## src/rtl/core/fsrc_pkg.sv

```systemverilog
// Types, codes and constants of the four-servo ramp controller.
// No dependencies; used by every RTL file of the block.
package fsrc_pkg;

    localparam int unsigned NumServos   = 4;
    localparam int unsigned PulseWidth  = 12;
    localparam int unsigned SetupWidth  = 34;
    localparam int unsigned CfgIdxWidth = 3;

    // x/5 for x < 4096 is exactly (x * 52429) >> 18
    localparam logic [15:0] DivFiveRecip = 16'd52429;
    localparam int unsigned DivFiveShift = 18;

    localparam logic [PulseWidth-1:0] PulseReset    = 12'd750;
    localparam logic [PulseWidth-1:0] PulseMax      = 12'hFFF;
    localparam logic [7:0]            PositionReset = 8'd150;
    localparam logic [7:0]            SettleReset   = 8'd50;
    localparam logic [7:0]            MinPosReset   = 8'd50;
    localparam logic [7:0]            MaxPosReset   = 8'd250;
    localparam logic [15:0]           ReloadBase    = 16'hFFFF;

    typedef enum logic [1:0] {
        OP_FRAME_TICK = 2'd0,
        OP_PULSE_END  = 2'd1,
        OP_SENSOR_POLL = 2'd2,
        OP_SET_WANTED = 2'd3
    } op_t;

    typedef enum logic [CfgIdxWidth-1:0] {
        REG_SETUP_0      = 3'd0,
        REG_SETUP_1      = 3'd1,
        REG_SETUP_2      = 3'd2,
        REG_SETUP_3      = 3'd3,
        REG_NODE_NUMBER  = 3'd4,
        REG_SETTLE_TICKS = 3'd5,
        REG_MIN_POSITION = 3'd6,
        REG_MAX_POSITION = 3'd7
    } reg_index_t;

    localparam logic [1:0] RELAY_END_NONE = 2'd0;
    localparam logic [1:0] RELAY_END_ONE  = 2'd1;
    localparam logic [1:0] RELAY_END_TWO  = 2'd2;

    localparam logic [1:0] SENSE_NONE     = 2'd0;
    localparam logic [1:0] SENSE_STRAIGHT = 2'd1;
    localparam logic [1:0] SENSE_THROWN   = 2'd2;

    // Per-servo setup word, packed as written on the config port
    typedef struct packed {
        logic [15:0] fb_addr;
        logic        ext_sensors;
        logic        polarity;
        logic [7:0]  right_pos;
        logic [7:0]  speed;
    } servo_setup_t;

    typedef struct packed {
        op_t        operation;
        logic [1:0] target_servo;
        logic [7:0] target_position;
        logic [7:0] sensor_bits;
    } fsrc_in_t;

    typedef struct packed {
        logic [1:0]  active_slot;
        logic        pulse_enable;
        logic [15:0] timer_reload;
        logic        at_target;
        logic        relay_start;
        logic [1:0]  relay_end;
        logic        report_valid;
        logic        report_on;
        logic [15:0] report_address;
        logic [1:0]  turnout_state;
    } fsrc_out_t;

    // Frame-tick outcome for one slot: new slot state and result fields
    typedef struct packed {
        logic [PulseWidth-1:0] pulse_next;
        logic [7:0]            position_next;
        logic [7:0]            settle_next;
        logic                  moved;
        logic                  arrived;
        logic                  up;
        logic                  at_target;
        logic                  pulse_enable;
        logic [1:0]            relay_end;
        logic [15:0]           timer_reload;
    } ramp_res_t;

endpackage

```

## src/rtl/core/four_servo_ramp_controller.sv

```systemverilog
// Four-servo ramp controller, top level. Depends on fsrc_pkg and fsrc_ramp.
//
// Drives four RC servos in turn. Every request on the s_ channel gives exactly
// one result on the m_ channel, in order. A frame tick ramps the current slot's
// pulse by its speed toward the wanted position (position = pulse / 5, clamped
// to min/max), reports arrival or runs the sensor check for servos with
// external sensors, and returns the pulse timer reload and the pulse enable
// gated by the settle counter. A pulse end advances the slot, a sensor poll
// checks the next sensor pair, and a set request changes a wanted position.
// Rate: one request per clock while m_ready is held high. A request is
// captured in the input register, and from there the whole slot update (add,
// divide-by-5 multiply, clamp, settle compare) runs in one pass into the
// result register and the slot state. The input register takes a new request
// when it is empty or its request moves on, so both sides can stall freely.
// Configuration is written through cfg_we/cfg_index/cfg_wdata, by the user only
// while idle, which the block does not enforce; the node number register is
// accepted but no result field carries it, so it is not stored.
module four_servo_ramp_controller
    import fsrc_pkg::*;
(
    input  logic                   aclk,
    input  logic                   aresetn,

    input  logic                   cfg_we,
    input  logic [CfgIdxWidth-1:0] cfg_index,
    input  logic [SetupWidth-1:0]  cfg_wdata,

    input  logic                   s_valid,
    output logic                   s_ready,
    input  fsrc_in_t               s_data,

    output logic                   m_valid,
    input  logic                   m_ready,
    output fsrc_out_t              m_data
);

    // configuration
    servo_setup_t          setup_reg [NumServos];
    logic [7:0]            settle_ticks_reg;
    logic [7:0]            min_position_reg;
    logic [7:0]            max_position_reg;

    // per-slot state
    logic [PulseWidth-1:0] pulse_reg    [NumServos];
    logic [7:0]            position_reg [NumServos];
    logic [7:0]            wanted_reg   [NumServos];
    logic [7:0]            settle_reg   [NumServos];
    logic                  last_st_reg  [NumServos];
    logic                  last_th_reg  [NumServos];
    logic [1:0]            cur_slot_reg;
    logic [1:0]            poll_slot_reg;

    // input register and result register
    logic                  in_valid_reg;
    fsrc_in_t              in_data_reg;
    logic                  out_valid_reg;
    fsrc_out_t             out_data_reg;
    fsrc_out_t             out_data_next;

    logic                  advance;
    ramp_res_t             ramp;
    logic [1:0]            sc_slot;
    logic                  sc_st;
    logic                  sc_th;
    logic                  sc_change;
    logic                  sc_enable;

    // The head request moves into the result register when that is empty or
    // being drained this cycle.
    assign advance = in_valid_reg && (!out_valid_reg || m_ready);
    assign s_ready = !in_valid_reg || advance;
    assign m_valid = out_valid_reg;
    assign m_data  = out_data_reg;

    fsrc_ramp u_ramp (
        .setup        (setup_reg[cur_slot_reg]),
        .pulse        (pulse_reg[cur_slot_reg]),
        .position     (position_reg[cur_slot_reg]),
        .wanted       (wanted_reg[cur_slot_reg]),
        .settle       (settle_reg[cur_slot_reg]),
        .settle_ticks (settle_ticks_reg),
        .min_position (min_position_reg),
        .max_position (max_position_reg),
        .res          (ramp)
    );

    // Sensor check: a poll looks at poll_slot, an arrival with external
    // sensors looks at the current slot. Equal bits or an unchanged pair is
    // no news.
    always_comb begin
        sc_slot   = (in_data_reg.operation == OP_SENSOR_POLL) ? poll_slot_reg : cur_slot_reg;
        sc_st     = in_data_reg.sensor_bits[{sc_slot, 1'b0}];
        sc_th     = in_data_reg.sensor_bits[{sc_slot, 1'b1}];
        sc_change = (sc_st != sc_th)
                 && !((sc_st == last_st_reg[sc_slot]) && (sc_th == last_th_reg[sc_slot]));
        sc_enable = (in_data_reg.operation == OP_SENSOR_POLL)
                 || ((in_data_reg.operation == OP_FRAME_TICK) && ramp.arrived
                     && setup_reg[cur_slot_reg].ext_sensors);
    end

    // Result fields; anything that means nothing for the request stays zero.
    always_comb begin
        out_data_next = '0;
        unique case (in_data_reg.operation)
            OP_FRAME_TICK: begin
                out_data_next.active_slot  = cur_slot_reg;
                out_data_next.pulse_enable = ramp.pulse_enable;
                out_data_next.timer_reload = ramp.timer_reload;
                out_data_next.at_target    = ramp.at_target;
                out_data_next.relay_start  = ramp.moved;
                out_data_next.relay_end    = ramp.relay_end;
                if (ramp.arrived && !setup_reg[cur_slot_reg].ext_sensors) begin
                    // arriving upward reports off, downward reports on
                    out_data_next.report_valid   = 1'b1;
                    out_data_next.report_on      = !ramp.up;
                    out_data_next.report_address = setup_reg[cur_slot_reg].fb_addr;
                end
            end
            OP_PULSE_END: begin
                out_data_next.active_slot = cur_slot_reg;
            end
            OP_SENSOR_POLL: begin
                out_data_next.active_slot = poll_slot_reg;
            end
            OP_SET_WANTED: begin
                out_data_next.active_slot = in_data_reg.target_servo;
            end
        endcase
        if (sc_enable && sc_change) begin
            out_data_next.report_valid   = 1'b1;
            out_data_next.report_on      = sc_th;
            out_data_next.report_address = setup_reg[sc_slot].fb_addr;
            out_data_next.turnout_state  = sc_th ? SENSE_THROWN : SENSE_STRAIGHT;
        end
    end

    // Handshake registers
    always_ff @(posedge aclk) begin
        if (!aresetn) begin
            in_valid_reg  <= 1'b0;
            out_valid_reg <= 1'b0;
        end else begin
            if (s_ready) begin
                in_valid_reg <= s_valid;
            end
            if (advance) begin
                out_valid_reg <= 1'b1;
            end else if (m_ready) begin
                out_valid_reg <= 1'b0;
            end
        end
    end

    // Payload registers, no reset
    always_ff @(posedge aclk) begin
        if (s_valid && s_ready) begin
            in_data_reg <= s_data;
        end
        if (advance) begin
            out_data_reg <= out_data_next;
        end
    end

    // Configuration registers
    always_ff @(posedge aclk) begin
        if (!aresetn) begin
            for (int i = 0; i < NumServos; i++) begin
                setup_reg[i] <= '0;
            end
            settle_ticks_reg <= SettleReset;
            min_position_reg <= MinPosReset;
            max_position_reg <= MaxPosReset;
        end else if (cfg_we) begin
            unique case (cfg_index) inside
                REG_SETUP_0, REG_SETUP_1, REG_SETUP_2, REG_SETUP_3: begin
                    setup_reg[cfg_index[1:0]] <= cfg_wdata;
                end
                REG_NODE_NUMBER: begin
                    // framing lives outside this block; nothing to keep
                end
                REG_SETTLE_TICKS: settle_ticks_reg <= cfg_wdata[7:0];
                REG_MIN_POSITION: min_position_reg <= cfg_wdata[7:0];
                REG_MAX_POSITION: max_position_reg <= cfg_wdata[7:0];
            endcase
        end
    end

    // Slot state update, one request per cycle while the result register can advance
    always_ff @(posedge aclk) begin
        if (!aresetn) begin
            for (int i = 0; i < NumServos; i++) begin
                pulse_reg[i]    <= PulseReset;
                position_reg[i] <= PositionReset;
                wanted_reg[i]   <= PositionReset;
                settle_reg[i]   <= '0;
                last_st_reg[i]  <= 1'b0;
                last_th_reg[i]  <= 1'b0;
            end
            cur_slot_reg  <= '0;
            poll_slot_reg <= '0;
        end else if (advance) begin
            unique case (in_data_reg.operation)
                OP_FRAME_TICK: begin
                    pulse_reg[cur_slot_reg]    <= ramp.pulse_next;
                    position_reg[cur_slot_reg] <= ramp.position_next;
                    settle_reg[cur_slot_reg]   <= ramp.settle_next;
                end
                OP_PULSE_END: begin
                    cur_slot_reg <= cur_slot_reg + 2'd1;
                end
                OP_SENSOR_POLL: begin
                    poll_slot_reg <= poll_slot_reg + 2'd1;
                end
                OP_SET_WANTED: begin
                    wanted_reg[in_data_reg.target_servo] <= in_data_reg.target_position;
                end
            endcase
            if (sc_enable && sc_change) begin
                last_st_reg[sc_slot] <= sc_st;
                last_th_reg[sc_slot] <= sc_th;
            end
        end
    end

endmodule

```

## src/rtl/core/fsrc_ramp.sv

```systemverilog
// One frame-tick step of a servo slot: pulse ramp, position, clamp, settle.
// Depends on fsrc_pkg.
module fsrc_ramp
    import fsrc_pkg::*;
(
    input  servo_setup_t          setup,
    input  logic [PulseWidth-1:0] pulse,
    input  logic [7:0]            position,
    input  logic [7:0]            wanted,
    input  logic [7:0]            settle,
    input  logic [7:0]            settle_ticks,
    input  logic [7:0]            min_position,
    input  logic [7:0]            max_position,
    output ramp_res_t             res
);

    logic                  moving;
    logic                  up;
    logic [PulseWidth:0]   up_sum;
    logic [PulseWidth-1:0] up_pulse;
    logic [PulseWidth-1:0] dn_pulse;
    logic [PulseWidth-1:0] stepped;
    logic [27:0]           quot_prod;
    logic [9:0]            quot;
    logic                  arrived;
    logic [9:0]            pos_raw;
    logic [9:0]            pos_min;
    logic [9:0]            pos_clamped;
    logic [7:0]            pos_new;
    logic [PulseWidth-1:0] pulse_new;
    logic [7:0]            settle_base;
    logic [7:0]            settle_new;
    logic                  at_tgt;
    logic [15:0]           pulse_ext;
    logic [15:0]           pulse_x15;

    always_comb begin
        moving = (wanted != position);
        up     = (wanted > position);

        up_sum   = {1'b0, pulse} + {{(PulseWidth - 7){1'b0}}, setup.speed};
        up_pulse = up_sum[PulseWidth] ? PulseMax : up_sum[PulseWidth-1:0];
        dn_pulse = (pulse > {{(PulseWidth - 8){1'b0}}, setup.speed})
                 ? pulse - {{(PulseWidth - 8){1'b0}}, setup.speed}
                 : '0;
        stepped  = up ? up_pulse : dn_pulse;

        // position before clamping is pulse / 5 (reciprocal multiply)
        quot_prod = {16'd0, stepped} * {12'd0, DivFiveRecip};
        quot      = quot_prod[27:DivFiveShift];

        arrived = moving && (up ? (quot >= {2'b00, wanted}) : (quot <= {2'b00, wanted}));

        if (!moving) begin
            pos_raw = {2'b00, position};
        end else if (arrived) begin
            pos_raw = {2'b00, wanted};
        end else begin
            pos_raw = quot;
        end

        // min first, then max, so max wins when the limits cross
        pos_min     = (pos_raw < {2'b00, min_position}) ? {2'b00, min_position} : pos_raw;
        pos_clamped = (pos_min > {2'b00, max_position}) ? {2'b00, max_position} : pos_min;
        pos_new     = pos_clamped[7:0];

        pulse_new   = moving ? stepped : pulse;
        settle_base = moving ? 8'd0 : settle;
        at_tgt      = (pos_new == wanted);
        settle_new  = (at_tgt && (settle_base < settle_ticks)) ? settle_base + 8'd1
                                                               : settle_base;

        pulse_ext = {4'd0, pulse_new};
        pulse_x15 = {pulse_ext[11:0], 4'd0} - pulse_ext;

        res.pulse_next    = pulse_new;
        res.position_next = pos_new;
        res.settle_next   = settle_new;
        res.moved         = moving;
        res.arrived       = arrived;
        res.up            = up;
        res.at_target     = at_tgt;
        res.pulse_enable  = (settle_new < settle_ticks);
        res.timer_reload  = ReloadBase - pulse_x15;
        if (!arrived) begin
            res.relay_end = RELAY_END_NONE;
        end else if (wanted == setup.right_pos) begin
            res.relay_end = setup.polarity ? RELAY_END_TWO : RELAY_END_ONE;
        end else begin
            res.relay_end = setup.polarity ? RELAY_END_ONE : RELAY_END_TWO;
        end
    end

endmodule

```

## config.mk

```make
export PLATFORM = sky130hd
export DESIGN_NAME = four_servo_ramp_controller
export DESIGN_NICKNAME = d
export VERILOG_FILES = /design/src/rtl/core/fsrc_pkg.sv /design/src/rtl/core/four_servo_ramp_controller.sv /design/src/rtl/core/fsrc_ramp.sv
export SDC_FILE = /design/constraint.sdc
export NUM_CORES = 1
export LEC_CHECK = 0
export BUFFER_PORTS_ARGS = -buffer_cell sky130_fd_sc_hd__buf_2
export CAP_MARGIN = 20
export CORE_MARGIN = 8
export CORE_UTILIZATION = 32
export CTS_BUF_LIST = sky130_fd_sc_hd__clkbuf_4
export DETAILED_ROUTE_END_ITERATION = 8
export GPL_TIMING_DRIVEN = 0
export MAX_ROUTING_LAYER = met4
export PLACE_DENSITY = 0.47
export SLEW_MARGIN = 20
export SYNTH_ARGS = -nofsm -noshare
export SYNTH_HDL_FRONTEND = slang
export SYNTH_HIERARCHICAL = 1
export SYNTH_SLANG_ARGS = --single-unit
export TNS_END_PERCENT = 5
```

## constraint.sdc

```tcl
create_clock -name aclk -period 46.8 [get_ports aclk]
set_input_delay 4.68 -clock aclk [delete_from_list [all_inputs] [get_ports aclk]]
set_output_delay 4.68 -clock aclk [all_outputs]
set_load 0.01 [all_outputs]
```

* After elaboration in Yosys (flattened, before gate mapping) *
Memories as Yosys holds them, arrays and structs flattened. A register that Yosys moved wholly into a read port is not among the register bits.
Cells that the tools add are included.

storage, ports and cells
  register bits after elaboration = 93
  latch bits = 0
  memory bits (writable) = 288
  bits in read-only memories = 0
  input bits = 62
  output and inout port bits = 45
  word-level logic and storage cells = 171
  memories kept = 7

memories
  memory        words  bits a word  rd ports  clocked after memory_dff  wr ports  line                              source
  setup_reg     4      34           2         1                         4         four_servo_ramp_controller.sv:38  servo_setup_t setup_reg [NumServos];
  pulse_reg     4      12           1         1                         4         four_servo_ramp_controller.sv:44  logic [PulseWidth-1:0] pulse_reg [NumServos];
  position_reg  4      8            1         1                         4         four_servo_ramp_controller.sv:45  logic [7:0] position_reg [NumServos];
  settle_reg    4      8            1         1                         4         four_servo_ramp_controller.sv:47  logic [7:0] settle_reg [NumServos];
  wanted_reg    4      8            1         1                         4         four_servo_ramp_controller.sv:46  logic [7:0] wanted_reg [NumServos];
  last_st_reg   4      1            1         0                         4         four_servo_ramp_controller.sv:48  logic last_st_reg [NumServos];
  +1 memories   -      -            -         -                         -         -

cells by class
  $add $sub $neg = 7
  $mul = 1
  divide/modulo/power cells = 0
  magnitude comparators = 10
  equal/unequal tests = 15
  shift-type cells = 0
  mux-type cells = 74
  bitwise logic cells = 0
  reductions and logical operators = 36

operators with widths
  operator                number
  $mux 12                 5
  $mux 8                  6
  $mux 2                  22
  $mux 18                 2
  $mux 34                 1
  $reduce_or 34->1        1
  $mux 1                  31
  $mux 10                 3
  $mul 12x16->28 const B  1
  $reduce_or 8->1         3
  $mux 19                 1
  $eq 8x8->1              2
  $lt 8x8->1              2
  $sub 16x12->16          1
  $sub 16x16->16 const A  1
  $add 12x8->13           1
  $gt 12x8->1             1
  $reduce_and 2->1        6
  $reduce_or 12->1        1
  $sub 12x8->12           1
  $ge 10x8->1             1
  $gt 10x8->1             1
  $le 10x8->1             1
  $logic_and 1x1->1       10
  other kinds (23)        38

* Logic depth before layout (Yosys ltp) *
Gate-level depths: netlist of run 1.

  depth after elaboration = 17
  gate-level depth with buffers = 86
  depth with buffers taken out = 78

* Cells and area by module *
Netlist of run 1, hierarchy kept.

modules (own cells, without submodules)
  module                      instances  cells an instance  area an instance (sq um)
  four_servo_ramp_controller  1          1111               16115.5
  fsrc_ramp                   1          874                6633.9

* Worst setup path after synthesis of run 1 *
No wires, ideal clock.

  kind = reg2reg
  start = register with a tool-made name
  end = register out_data_reg (netlist bit m_data[40]), data pin
  library setup time = 131 ps
  arrival = 17233 ps
  data required time = 46669 ps
  setup slack = 29435 ps
  stages on the path, launching flop included = 84
  clock period less this slack = 17365 ps
  cells stage by stage = dfxtp_1 -> clkbuf_1 -> clkbuf_1 -> buf_1 -> mux4_2 -> inv_1 -> ha_1 -> and4_1 -> buf_4 -> and2_1 -> buf_4 -> inv_4 -> a22oi_4 -> inv_2 -> clkbuf_1 -> clkbuf_1 -> nor2_1 -> a221oi_1 -> (+48 left out) -> nor2b_1 -> o21ai_0 -> nand2b_1 -> a21oi_1 -> nor2_1 -> nor2_1 -> mux2i_1 -> a2111oi_4 -> nand4_2 -> or3_1 -> a21oi_1 -> ha_1 -> a21o_1 -> a21o_1 -> a211oi_1 -> nand3_1 -> o211ai_1 -> and2_1

RTL lines
  what                  line                               source
  end signal, assigned  four_servo_ramp_controller.sv:160  out_data_reg <= out_data_next;
  end, declared         four_servo_ramp_controller.sv:57   fsrc_out_t out_data_reg;

==> impl_metrics.tcl, run 1 <==
set metrics [dict create \
    cts_hold_buffers 0 \
    numClockSinks 383 \
    crit_path_frequent_cell "ha_1" \
    grt_pass1_vias 16510 \
    antenna_found_initial 7 \
    synth_seq_cells 383 \
    avgSynthCellArea_um2 11.46 \
    max_stage_delay_ns 0.91 \
    path_buf_inv 15 \
    ios 107 \
    cts_resized 0 \
    die_h_um 282.6 \
    required_ns 47.44 \
    track_usage 0.1668 \
    yosysSeqAreaShare 0.4888 \
    postRouteAntennaNets 0 \
    start_kind "flip-flop" \
    die_w_um 282.6 \
    yosysWarnings 6 \
    utilization 0.3736 \
    clock_path_buffers 3 \
    ys.flop_type "edfxtp_1" \
    gp_congestion 0.8598 \
    fin_crit_ns 22.37 \
    h-tree-depth 3 \
    post-route-drc-count 0 \
    syn_area_mm2 0.02275 \
    fmax_mhz 44.70 \
    drt-total-wl_um 64250 \
    gr-total-overflow 0 \
    clk_latency_ns 0.85 \
    fillers 6972 \
    cpLargestDelayFamily "compound AO/OA/AOI/OAI gates" \
    core_mm2 0.07027 \
    io_buffers 105 \
    layout_commonest_cell "edfxtp_1" \
    drtPass1Iterations 5 \
    status "complete, no violations" \
    wl_per_cell_um 19.85 \
    grt_max_degree 44 \
    final_cell_mix "345 x edfxtp_1, 241 x nor2_1, 239 x inv_1" \
    async_flop_share 0 \
    dieArea_mm2 0.07988 \
    grt_pass1_wl_um 98100 \
    num_vias 15830 \
    synth_edf_count 345 \
    fin_nets 2460 \
    slew_headroom 0.2384 \
    crit_slowest_cell "clkbuf_1" \
    initial_core_util 0.3237 \
    finalSetupViolCount 0 \
    crit_path_end_kind "flip-flop" \
    syn_to_final_growth_pct 15.41 \
    worstPathArrival_ns 23.01 \
    rows 97 \
    cts_tree "done" \
    critPathMaxFanout 10 \
    root_buffer "clkbuf_4" \
    hold_viol 0 \
    slew_viol_final 0 \
    setup_tns_ns 0 \
    drtIter0Drc 1099 \
    rsz0062_at_grt "false" \
    cts_made_buffers 101 \
    cts_setup_buffers 0 \
    skew_ns 0.08555 \
    synth_cell_types 87 \
    via_per_inst 4.890 \
    timing.final.crit_share 0.4780 \
    path_clk_slew_ns 0.07 \
    largest_reg_flops 136 \
    drv.max_cap_violation_count 0 \
    hpwlAfterDp_um 48280 \
    syn-num-nets 2236 \
    path_class "flip-flop to flip-flop" \
    netlist_instances 1985 \
    drive_above_1_share 0.1895 \
    worst_slew_pin_slew_ns 1.142 \
    hold_class "flip-flop to flip-flop" \
]
[tightest hold or removal path, stage by stage (launching register included)]
cell	delay [ns]
dfxtp_1	0.31
nand2_1	0.05
mux2i_1	0.06
[final timing paths]
kind	depth (start not counted)	endpoint	slack, ns	start
worst min register to register	2	last_th_reg[0]	0.46	last_th_reg[0]
worst min-delay path	2	last_th_reg[0]	0.46	last_th_reg[0]
worst max register to register	83	m_data[40]	24.43	flip-flop
worst max-delay path	83	m_data[40]	24.43	flip-flop
[per-layer routing]
layer | vias to the layer above | track usage | share of wire
li1 | 7545 | - | -
met1 | 7784 | 0.2002 | 0.43
met2 | 413 | 0.2812 | 0.49
met3 | 88 | 0.03035 | 0.051
met4 | 0 | 0.05801 | 0.027
met5 | - | - | 0
[Yosys cell counts, types with 15 or more instances]
| cell type | n | area, um2 |
|---|---|---|
| fa_1 | 44 | 880.8 |
| dfxtp_1 | 38 | 760.7 |
| and2_1 | 44 | 275.3 |
| clkbuf_1 | 67 | 251.5 |
| xor2_1 | 18 | 157.7 |
| ha_1 | 145 | 1814 |
| nand3_1 | 31 | 155.2 |
| xnor2_1 | 38 | 332.8 |
| nor2b_1 | 15 | 93.84 |
| a21oi_1 | 65 | 325.3 |
| nor3_1 | 20 | 100.1 |
| nand4_1 | 25 | 156.4 |
| a21o_1 | 16 | 120.1 |
| edfxtp_1 | 345 | 10360 |
| nor2_1 | 241 | 904.6 |
| mux4_2 | 85 | 1914 |
| mux2i_1 | 20 | 200.2 |
| nand2_1 | 193 | 724.4 |
| inv_1 | 240 | 900.9 |
| o21ai_0 | 53 | 265.3 |
| a22o_1 | 16 | 140.1 |
| nand2b_1 | 29 | 181.4 |
[final cells by class]
| type | count | area (um2) | share of cell area |
|---|---|---|---|
| timing repair buffer | 121 | 903.4 | 0.03441 |
| tap | 940 | 1176 | 0.04480 |
| multi-input combinational | 1266 | 10400 | 0.3959 |
| inverter | 242 | 913.4 | 0.03479 |
| clock buffer | 146 | 1096 | 0.04175 |
| antenna | 7 | 17.52 | 0.0006672 |
| clock inverter | 38 | 196.4 | 0.007482 |
| sequential | 383 | 11120 | 0.4236 |
| buffer | 94 | 436.7 | 0.01663 |
[cells by family (layout without fill, tap and decap cells)]
logic type / after synthesis / after routing / share of synthesized area
AOI/OAI and AO/OA: 248 / 248 / 0.07563
adders and majority gates: 189 / 189 / 0.1185
other: 0 / 7 / 0
buffers and inverters: 336 / 641 / 0.05918
and+or+nand+nor: 653 / 653 / 0.1313
muxes: 119 / 119 / 0.1040
xor gates and xnor gates: 57 / 57 / 0.02255
DFF: 383 / 383 / 0.4888
[through the flow]
step | hold slack, ns | cells | area [um2] | worst slack [ns]
floorplan | 0.4338 | 1985 | 22750 | 29.44
global placement | 0.4498 | 3030 | 24450 | 24.54
detailed placement | 0.4580 | 3045 | 24920 | 24.62
CTS | 0.4679 | 3229 | 26220 | 24.44
global route | 0.4876 | 3237 | 26260 | 22.73
finish | 0.4640 | 3237 | 26260 | 24.43
Power of run 1 is not shown: default switching activity piles up to over one toggle a cycle in this logic, so the estimate is an artifact.
==> run 2, diff against run 1 <==
--- a/config.mk
+++ b/config.mk
@@ -13,7 +13,7 @@
 export DETAILED_ROUTE_END_ITERATION = 8
 export GPL_TIMING_DRIVEN = 0
 export MAX_ROUTING_LAYER = met4
-export PLACE_DENSITY = 0.47
+export PLACE_DENSITY = 0.49
 export SLEW_MARGIN = 20
 export SYNTH_ARGS = -nofsm -noshare
 export SYNTH_HDL_FRONTEND = slang
==> constraint.sdc (replaced) <==
create_clock -name aclk -period 19.4 [get_ports aclk]
set_input_delay 1.94 -clock aclk [delete_from_list [all_inputs] [get_ports aclk]]
set_output_delay 1.94 -clock aclk [all_outputs]
set_load 0.01 [all_outputs]
==> run 2 against run 1 <==
  * Routed wire length down 0.58%
  * Largest cell class unchanged
  * Clock skew up 0.018 ns
  * Flip-flop and latch count stayed put
  * Non-clock buffer count increased by 1
==> impl_metrics.tcl, run 2 (same netlist as run 1, synthesis figures left out) <==
set metrics [dict create \
    multiInputGateArea_mm2 0.01046 \
    antenna_found_initial 8 \
    ios 107 \
    clock_path_buffers 3 \
    cpLargestDelayFamily "compound AO/OA/AOI/OAI gates" \
    route.met3.wl_um 3228 \
    status "complete, no violations" \
    worstPathArrival_ns 19.04 \
    timing.final.crit_share 0.9460 \
    postRouteAntennaNets 0 \
    hold_class "flip-flop to flip-flop" \
    gp_congestion 0.8937 \
    slew_headroom 0.1885 \
    critPathMaxFanout 10 \
    drt-total-wl_um 63880 \
    layout_commonest_cell "edfxtp_1" \
    placed_cells 3044 \
    drive_above_1_share 0.2045 \
    crit_slowest_cell "fa_1" \
    die_h_um 282.6 \
    crit_path_end_kind "flip-flop" \
    drtIter0Drc 987 \
    dr_wl_met2_um 31520 \
    path_clk_slew_ns 0.06 \
    track_usage 0.1658 \
    highest_layer "met4" \
    clk_latency_ns 0.89 \
    fin_crit_ns 18.35 \
    die_w_um 282.6 \
    rows 97 \
    numClockSinks 383 \
    initial_core_util 0.3237 \
    fmax_mhz 54.49 \
    h-tree-depth 3 \
    detailedPlace.worstSlack_ns -2.528 \
    io_buffers 105 \
    fin_nets 2460 \
    via_per_inst 4.892 \
    start_kind "flip-flop" \
    cts_hold_buffers 0 \
    crit_path_frequent_cell "a21oi_1" \
    setup_tns_ns 0 \
    grt_max_degree 43 \
    cts_tree "done" \
    drv.max_cap_violation_count 0 \
    regArea_mm2 0.01113 \
    finalSetupViolCount 0 \
    core_mm2 0.07027 \
    final.setup.worst_slack_ns 1.047 \
    hpwlAfterDp_um 47690 \
    max_stage_delay_ns 0.55 \
    gr-total-overflow 0 \
    grt_pass1_vias 16880 \
    num_vias 15830 \
    wl_per_cell_um 19.73 \
    root_buffer "clkbuf_4" \
    rsz0062_at_grt "false" \
    path_class "flip-flop to flip-flop" \
    fillers 6961 \
    worst_slew_pin_slew_ns 1.213 \
    path_buf_inv 9 \
    grt_pass1_wl_um 98210 \
    hold_viol 0 \
    dieArea_mm2 0.07988 \
    stdcell_count 3237 \
    skew_ns 0.1040 \
    slew_viol_final 0 \
    drtPass1Iterations 5 \
    cts_made_buffers 100 \
    drt-met1-wl_um 27090 \
    required_ns 20.09 \
    syn_to_final_growth_pct 15.92 \
    final_cell_mix "345 x edfxtp_1, 240 x nor2_1, 239 x inv_1" \
    largest_reg_flops 136 \
    post-route-drc-count 0 \
]
==> run 2: changes by cell type in the layout (fill, tap and decap cells not counted), sizes merged <==
cell      delta
bufinv       -1
inv          -1
diode        +1
clkbuf       +6
clkinv       -6
buf          +2
clkinvlp     -1
==> run 2: tightest hold or removal path: stages, from the launching register on <==
cell and delay [ns]:
dfxtp_1 0.30, nand2_1 0.05, mux2i_1 0.06
==> run 2: area by class of cell <==
| cell class | instances | share of cell area |
|---|---|---|
| clock buffer | 153 | 0.04356 |
| clock inverter | 29 | 0.004935 |
| antenna | 8 | 0.0007592 |
| buffer | 91 | 0.01803 |
| tap | 940 | 0.04460 |
| inverter | 242 | 0.03464 |
| timing repair buffer | 125 | 0.03502 |
| sequential | 383 | 0.4219 |
| multi-input combinational | 1266 | 0.3966 |
==> run 2: metrics by stage <==
step	area (um2)	util	hold WS, ns
detailed placement	24900	0.3544	0.4572
finish	26370	0.3753	0.4614
floorplan	22750	-	0.4338
global placement	24450	0.3480	0.4475
global route	26370	0.3753	0.4857
CTS	26250	0.3736	0.4665
==> run 2: metal layers <==
layer  global-route usage  vias to the layer above
li1                     -                     7555
met3              0.02895                      107
met4              0.06417                        0
met1               0.1975                     7734
met2               0.2791                      438
met5                    -                        -
==> run 2: repair_timing <==
action	4_1_cts	5_1_grt
setup buffers	3	3
gates resized for setup	36	28
endpoints found under the setup margin	66	4
pin swaps	2	2
==> run 2: path summary, 6_finish.rpt <==
| check | start | endpoint | slack [ns] | cells past startpoint |
|---|---|---|---|---|
| worst min-delay path | last_th_reg[0] | last_th_reg[0] | 0.46 | 2 |
| worst max-delay path | flip-flop | m_data[40] | 1.05 | 79 |
| worst max register to register | flip-flop | m_data[40] | 1.05 | 79 |
| worst min register to register | last_th_reg[0] | last_th_reg[0] | 0.46 | 2 |
Power of run 2 is left out for the same reason.
